`src/hdl/cau_pkg.sv`:
```
`timescale 1ns / 1ps
// ----------------------------------------------------------------------------
// cau_pkg
// Types, constants and helpers shared by the complex arithmetic unit.
// ----------------------------------------------------------------------------
package cau_pkg;

	// operation codes
	typedef enum logic [2:0] {
		KIND_ADD = 3'd0,
		KIND_SUB = 3'd1,
		KIND_MUL = 3'd2,
		KIND_DIV = 3'd3,
		KIND_MOD = 3'd4
	} kind_t;

	// cells in the divide / root chains (33 quotient or root bits)
	localparam int CELLS   = 33;
	// front stages (3) + chain + output register
	localparam int LATENCY = CELLS + 4;

	// one divide lane: partial remainder, unused dividend bits, quotient so far
	typedef struct packed {
		logic [63:0] r;
		logic [32:0] x;
		logic [32:0] q;
	} div_lane_t;

	// both divide lanes share one divisor
	typedef struct packed {
		logic [63:0] d;
		div_lane_t   lre;
		div_lane_t   lim;
	} div_t;

	// square root state: remaining radicand pairs, remainder, root so far
	typedef struct packed {
		logic [65:0] rad;
		logic [34:0] rem;
		logic [32:0] root;
	} sqrt_t;

	typedef struct packed {
		logic        neg;
		logic [63:0] mag;
	} smag_t;

	typedef struct packed {
		logic        ovf;
		logic [31:0] val;
	} sat_t;

	// side data that travels alongside the chains
	typedef struct packed {
		logic        valid;
		logic [2:0]  kind;
		logic [31:0] re;
		logic [31:0] im;
		logic        ovf;
		logic        dz;
		logic        neg_re;
		logic        neg_im;
		logic        cap_re;
		logic        cap_im;
	} meta_t;

	// sign and magnitude of a 65-bit sum lying in (-2^63, 2^63]
	function automatic smag_t to_smag(input logic signed [64:0] s);
		smag_t       o;
		logic [64:0] n;
		n     = 65'(0) - s;
		o.neg = s[64];
		o.mag = s[64] ? n[63:0] : s[63:0];
		return o;
	endfunction

	// saturate sign and magnitude into a signed 32-bit pattern
	function automatic sat_t sat32(input logic neg, input logic [64:0] mag);
		sat_t        o;
		logic [64:0] n;
		n = 65'(0) - mag;
		if (!neg) begin
			o.ovf = mag > 65'h0_7FFF_FFFF;
			o.val = o.ovf ? 32'h7FFF_FFFF : mag[31:0];
		end else begin
			o.ovf = mag > 65'h0_8000_0000;
			o.val = o.ovf ? 32'h8000_0000 : n[31:0];
		end
		return o;
	endfunction

endpackage

```
`src/hdl/cau_div_cell.sv`:
```
`timescale 1ns / 1ps
// ----------------------------------------------------------------------------
// cau_div_cell
// One restoring-division step for both quotient lanes, registered.
// ----------------------------------------------------------------------------
module cau_div_cell (
	input  logic           clk,
	input  cau_pkg::div_t  din,
	output cau_pkg::div_t  dout
);

	function automatic cau_pkg::div_lane_t step(input cau_pkg::div_lane_t l,
			input logic [63:0] d);
		cau_pkg::div_lane_t o;
		logic [64:0]        t;
		logic [64:0]        diff;
		logic               ge;
		t    = {l.r, l.x[32]};
		diff = t - {1'b0, d};
		ge   = t >= {1'b0, d};
		o.r  = ge ? diff[63:0] : t[63:0];
		o.x  = {l.x[31:0], 1'b0};
		o.q  = {l.q[31:0], ge};
		return o;
	endfunction

	// shift in next dividend bit, trial subtract, record quotient bit
	always_ff @(posedge clk) begin
		dout.d   <= din.d;
		dout.lre <= step(din.lre, din.d);
		dout.lim <= step(din.lim, din.d);
	end

endmodule

```
`config.mk`:
```
export PLATFORM = sky130hd
export DESIGN_NAME = cau_div_cell
export DESIGN_NICKNAME = d
export VERILOG_FILES = /design/src/hdl/cau_pkg.sv /design/src/hdl/cau_div_cell.sv
export SDC_FILE = /design/constraint.sdc
export NUM_CORES = 1
export LEC_CHECK = 0
export BUFFER_PORTS_ARGS = -buffer_cell sky130_fd_sc_hd__buf_4
export CAP_MARGIN = 10
export CORE_AREA = 2 2 251 253
export DETAILED_ROUTE_END_ITERATION = 12
export DIE_AREA = 0 0 253 255
export GPL_ROUTABILITY_DRIVEN = 0
export PLACE_DENSITY = 0.47
export SYNTH_ARGS = -nofsm -noshare
export SYNTH_HDL_FRONTEND = slang
export SYNTH_SLANG_ARGS = --single-unit
```
`constraint.sdc`:
```
create_clock -name clk -period 3.7 [get_ports clk]
set_input_delay 0.37 -clock clk [delete_from_list [all_inputs] [get_ports clk]]
set_output_delay 0.37 -clock clk [all_outputs]
set_load 0.05 [all_outputs]
```
### Word level (Yosys, flattened, before mapping)

Cells that the tools add are included.

| cells by class | value |
|---|---|
| add/subtract/negate cells | 2 |
| order comparisons | 2 |
| mux-type cells | 2 |

Operators by type and width:

| kind | count |
|---|---|
| greater-or-equal comparator 65 x 64 -> 1 bit | 2 |
| two-way mux 64 bit | 2 |
| subtractor 64 bit | 2 |

| storage, ports and cells | value |
|---|---|
| bits in registers | 322 |
| input port bits | 325 |
| output and inout bits | 324 |

### Depth between registers and ports, before layout

Gate-level depths: netlist (run 1).

| depth | value |
|---|---|
| word-level depth | 2 |
| depth in mapped cells | 16 |
| gate-level depth less buffers | 13 |

### Worst setup path after synthesis (run 1)

OpenSTA, ideal clock, no wires.

| path | value |
|---|---|
| kind | input to register |
| start point | input din[261] (netlist name) |
| end point | register dout[106] (netlist name) |
| setup time | 0.070 ns |
| arrival time | 3.184 ns |
| path slack | 0.447 ns |
| stages | 14 |
| buffers on the path | 2 |
| cell sequence | inv_1 -> ha_1 -> nor2b_1 -> o31ai_4 -> a211oi_1 -> o21a_1 -> o41a_1 -> a41oi_2 -> o31ai_2 -> a311oi_4 -> inv_2 -> buf_2 -> buf_2 -> a21oi_1 |

| between the ends | value |
|---|---|
| cells in the longest elaborated chain, start to end | 2 |
| elaborated cells on any way between the ends | 3 |
| classes of those cells | 1 x add/sub; 1 x order compare; 1 x mux |

RTL lines:

| what | line | source |
|---|---|---|
| start: declaration | cau_div_cell.sv:8 | `input cau_pkg::div_t din,` |
| subtractor 64 bit or greater-or-equal comparator 65 x 64 -> 1 bit (tied branches) | cau_div_cell.sv:19, cau_div_cell.sv:20 |  |
| two-way mux 64 bit (*) | cau_div_cell.sv:21 | `o.r = ge ? diff[63:0] : t[63:0];` |
| end: declaration | cau_div_cell.sv:9 | `output cau_pkg::div_t dout` |

Every way passes the cells marked *; elsewhere a longest branch is shown, timed or not.

### Worst setup path after layout (run 1)

| path | value |
|---|---|
| start point | input din[284] (netlist name) |
| end point | register dout[85] (netlist name) |

| between the ends | value |
|---|---|
| cells in the longest elaborated chain, start to end | 2 |

RTL lines:

| what | line | source |
|---|---|---|
| greater-or-equal comparator 65 x 64 -> 1 bit | cau_div_cell.sv:20 | `ge = t >= {1'b0, d};` |
| two-way mux 64 bit | cau_div_cell.sv:21 |  |

No other way between the ends.

==> reports/results.tsv, run 1 <==
metric	value	unit
grt_start_max_net_pins	58	
antenna_found_initial	9	
seq_area_frac_synth	41.1	%
clock_sinks	322	
synth_area_leaders	dfxtp_1 (41%), ha_1 (10%), a21oi_1 (7.4%), nor2_1 (4.5%), xnor2_1 (3.5%)	
synth_cells	1804	
num_vias	17139	
cp_slowest_stage_delay	540	ps
critPathMaxFanout	54	
cts_buffers	41	
coreArea	0.0622	mm^2
cts_root_buf	clkbuf_16	
postRouteAntennaNets	0	
p_per_area	496	mW/mm^2
min_from	din[227]	
worstMarginPinSlew	653	ps
synth.most_common_cell	dfxtp_1	
routed_wl	75800	um
hold_path.class	in2reg	
setup_viol	0	
stdcell_count	3652	
yosysTopAreaCell	dfxtp_1	
rsz0062_at_grt	false	
wl_per_cell	20.8	um
hold_depth	2	
ys_ff_latch	322	
fin_crit	3600	ps
path_common_cell	buf_4	
fin_crit_sh	97.2	%
drive_above_1_share	33.0	%
crit_path_start_kind	input pin	
avgSynthCellArea	8.69	um^2
synth-async-reset-ratio	0	%
relSlewSlack	56.0	%
hpwl	62000	um
worst_ep_required_time	4140	ps
worstPathArrival	4040	ps
crit_type	in2reg	
grtUsageTotal	22.3	%
die_area	0.0645	mm^2
firstDrtPassIters	6	
cts_tree	done	
max-vdd-ir-drop	0.412	mV
viasPerCell	4.69	
nNetsFinal	3280	
synth_cell_types	75	
ys_top_cells_by_count	dfxtp_1 (322), a21oi_1 (231), nor2_1 (190)	
start_util	25.2	%
io_buffer_count	644	
hold_viol	0	
p_leak	12.5	nW
num-fill-cells	6147	
numPlacedInstances	3370	
cp_cell_sequence	dlygate4sd3_1 > buf_4 > inv_1 > ha_1 > a21oi_1 > o21ai_1 > o41a_1 > a41oi_2 > buf_4 > o31ai_2 > buf_4 > a311oi_4 > inv_2 > buf_12 > nor2_1 > a21oi_1	
drt_iter0_markers	1010	
io_pins	649	
drc	0	
rows	92	
reg_top3	dout: 322 flops	
htreeDepth	2	
synth_top_flop_cell	dfxtp_1	
postLayoutCoreUtil	42.2	%
regMostFlops	dout	
report.final.slew_viol_count	0	
end_kind	register	
slowest_stage	dlygate4sd3_1	
area_growth_syn_to_layout	67.3	%
cap_violations	0	
ctsLongestPathBuffers	3	
clk_pin_slew_worst_paths	60	ps
grt_pass1_wl	108000	um
grt_pass1_vias	17420	
synth.top_cell.area_share	41.1	%
die_x	253	um
yosys_warnings	0	
synth_area	0.0157	mm^2
hold_end	dout[228]$_DFF_P_	
max_freq	278	MHz
status	complete, no violations	
synth_edf_count	0	
largest_reg_flops	322	
grt_overflow	0	
die_h	255	um
==> cells in the final DEF, fill, tap and decap left out, drive strengths merged, types with 4 or more instances in the layout <==
cell	netlist	routed
nor2b	12	12
o21a	18	18
nor3	12	12
a211oi	21	21
o21bai	34	34
a21oi	232	232
o21ai	96	96
inv	100	100
a41oi	4	4
o211ai	4	4
a311oi	4	4
mux2	14	14
xor2	50	50
or3	8	8
buf	15	827
nand4	32	32
nor4	8	8
and2	15	15
clkinv	0	13
ha	128	128
and3	19	19
dlygate4sd3	0	210
a2111oi	4	4
nand2b	14	14
a21o	68	68
clkbuf	45	53
or2	6	6
nand3	30	30
nor2	190	190
nand2	136	136
a31oi	19	19
dfxtp	322	322
xnor2	63	63
a21boi	5	5
nor4b	4	4
o31ai	20	20
==> final cells by class <==
class	count	area (um^2)	share of cell area [%]
Inverter	100	377	1.44
Clock inverter	16	193	0.735
Multi-Input combinational cell	1323	8680	33.1
Timing Repair Buffer	1037	8360	31.9
Tap cell	799	1000	3.81
Antenna cell	2	5.00	0.0191
Clock buffer	53	1170	4.47
Sequential cell	322	6450	24.6
==> critical path: cells and delay by family <==
kind	cells	cell delay (ps)
AO/OA/AOI/OAI	7	1700
AND/OR/NAND/NOR	1	130
adder cells (fa/ha/maj)	1	320
buffers and inverters	7	1450
==> power by group <==
group          total [W]  leakage (nW)  switching [W]  internal (W)
registers        0.00404          2.72       0.000148       0.00389
logic            0.00487          9.13        0.00309       0.00178
clock network    0.00411         0.681        0.00166       0.00245
==> cell families after synthesis <==
group / Yosys count / synth area share, %
compound gates: 563 / 22.4
simple gates: 501 / 14.7
flops: 322 / 41.1
buf+inv: 160 / 3.99
fa+ha+maj: 130 / 10.5
xor+xnor: 113 / 6.31
mux: 14 / 1.01
other cells: 1 / 0.0239
==> what timing repair did <==
item / 4_1_cts / 5_1_grt
setup endpoints to repair: 0 / 107
endpoints found under the hold margin: 210 / 0
buffers inserted: 0 / 1
gates resized for setup: 0 / 19
hold buffers: 210 / 0
==> how the worst max path moves through the flow <==
stage / start / end / slack [ps]
after floorplan: din[261] / dout[106]$_DFF_P_ / 450
after global placement: din[261] / dout[102]$_DFF_P_ / -300
after detailed placement: din[268] / dout[70]$_DFF_P_ / -300
after CTS: din[261] / dout[254]$_DFF_P_ / 10
after global routing: din[261] / dout[254]$_DFF_P_ / 3
final: din[284] / dout[85]$_DFF_P_ / 100
==> per-layer routing <==
layer	vias to the layer above	part of all wire, %	track usage [%]	wire length [um]
met1	7997	39	24.8	29600
met5	-	0.12	0	89
met3	118	6.8	5.35	5190
met4	12	3.8	8.81	2870
li1	8425	-	-	-
met2	587	50	40.8	38100
==> stage by stage <==
step,power (W),setup slack (ps),instance area [um^2],hold WS (ps),TNS [ps]
floorplan,0.00692,447,15700,398,0
global placement,0.00878,-301,22700,475,-25550
detailed placement,0.00878,-300,22700,475,-27880
CTS,0.0131,12.4,26100,5.25,0
global route,0.0136,3.12,26200,16.1,0
finish,0.0130,104,26200,40.0,0
Power figures use the tool's default switching activity.
==> run 2, diff against run 1 <==
--- a/config.mk
+++ b/config.mk
@@ -12,6 +12,7 @@
 export DIE_AREA = 0 0 253 255
 export GPL_ROUTABILITY_DRIVEN = 0
 export PLACE_DENSITY = 0.47
+export SETUP_SLACK_MARGIN = 0.3
 export SYNTH_ARGS = -nofsm -noshare
 export SYNTH_HDL_FRONTEND = slang
 export SYNTH_SLANG_ARGS = --single-unit
==> reports/results.tsv, run 2 (same netlist as run 1, synthesis figures left out) <==
metric	value	unit
status	complete, no violations	
die_area	0.0645	mm^2
fin_crit	3410	ps
hpwl	62000	um
worst_ep_required_time	4150	ps
fin_crit_sh	92.1	%
cts_tree	done	
cp_num_buf_inv	8	
htreeDepth	2	
drive_above_1_share	34.4	%
num_vias	17334	
path_common_cell	buf_4	
crit_path_start_kind	input pin	
grtUsageTotal	22.4	%
regArea	0.00645	mm^2
io_buffer_count	644	
p_leak	12.6	nW
setup_viol	0	
worst_slack	293	ps
grt_overflow	0	
critPathMaxFanout	8	
area_growth_syn_to_layout	69.7	%
slowest_stage	o41a_1	
rows	92	
io_pins	649	
drc	0	
grt_pass1_wl	108000	um
layout_commonest_cell	buf_4	
cap_violations	0	
coreArea	0.0622	mm^2
p_per_area	493	mW/mm^2
die_h	255	um
grt_pass1_vias	17459	
clock_sinks	322	
pre_cts_slack	-300	ps
fin_tns_setup	0	ps
die_x	253	um
startpoint	din[267]	
min_from	din[227]	
hold_path.class	in2reg	
antenna_found_initial	9	
place_area	0.0227	mm^2
largest_reg_flops	322	
final_cell_mix	buf_4 (825), dfxtp_1 (322), a21oi_1 (228), dlygate4sd3_1 (210), nor2_1 (184)	
wl_per_cell	21.2	um
drt_iter0_markers	979	
nNetsFinal	3292	
max-vdd-ir-drop	0.414	mV
hold_viol	0	
multi_input_area	0.00885	mm^2
firstDrtPassIters	5	
worstPathArrival	3860	ps
ctsLongestPathBuffers	3	
reg_top3	dout: 322 flops	
cts_buffers	41	
cp_cell_sequence	buf_4 > inv_1 > ha_1 > buf_4 > nand2_1 > o211a_1 > o31ai_2 > o21a_1 > o41a_1 > a41oi_2 > buf_4 > o31ai_2 > buf_4 > a311oi_4 > clkinv_4 > buf_12 > clkbuf_16 > nor2_1 > a21oi_1	
cp_slowest_stage_delay	530	ps
rsz0062_at_grt	true	
worstMarginPinSlew	590	ps
start_util	25.2	%
relSlewSlack	60.3	%
viasPerCell	4.73	
postRouteAntennaNets	0	
crit_type	in2reg	
crit_family	compound AO/OA/AOI/OAI gates	
clk_pin_slew_worst_paths	60	ps
final_area	0.0266	mm^2
num-fill-cells	6130	
regMostFlops	dout	
end_kind	register	
postLayoutCoreUtil	42.8	%
routed_wl	77700	um
grt_start_max_net_pins	58	
cts_root_buf	clkbuf_16	
max_freq	294	MHz
report.final.slew_viol_count	0	
==> run 2: cell types whose count changed in the layout (fill, tap and decap cells not counted), sizes merged <==
| cell | before | now |
|---|---|---|
| clkbuf | 53 | 56 |
| buf | 827 | 836 |
| inv | 100 | 99 |
| clkinv | 13 | 14 |
==> run 2: metal layers <==
metal	global-route usage, %	vias up	wire length [um]
li1	-	8448	-
met1	25.1	8115	30400
met2	40.9	629	38800
met3	5.13	130	5270
met4	8.61	12	3200
met5	0	-	95
==> run 2: area by class of cell <==
class	count	share of cell area [%]
timing repair buffer	1049	32.1
clock buffer	53	4.41
clock inverter	16	0.725
tap	799	3.76
antenna	2	0.0188
inverter	100	1.44
multi-input combinational	1323	33.3
sequential	322	24.2
==> run 2: path summary, 6_finish.rpt <==
check | endpoint | slack, ps | depth (start not counted)
setup / recovery | dout[113]$_DFF_P_ | 290 | 19
hold / removal | dout[228]$_DFF_P_ | 40 | 2
==> run 2: where the power goes <==
part           switching (W)  internal [W]  total (W)
Combinational        0.00313       0.00183    0.00496
Clock                0.00167       0.00245    0.00411
Sequential          0.000150       0.00389    0.00404
==> run 2: timing repair <==
action | in CTS | in global routing
gates resized for setup | 1 | 61
setup buffers | 0 | 7
hold buffers | 210 | 0
endpoints found under the hold margin | 210 | 0
gates cloned | 0 | 6
pin swaps | 0 | 12
endpoints found under the setup margin | 2 | 127
==> run 2: per-stage QoR <==
| step | std cells | hold WS [ps] | power (W) |
|---|---|---|---|
| 3_5_place_dp | 3370 | 475 | 0.00878 |
| 3_3_place_gp | 3370 | 475 | 0.00878 |
| 6_report | 3664 | 39.0 | 0.0131 |
| 2_1_floorplan | 1805 | 398 | 0.00692 |
| 5_1_grt | 3663 | 16.1 | 0.0137 |
| 4_1_cts | 3649 | 5.25 | 0.0131 |
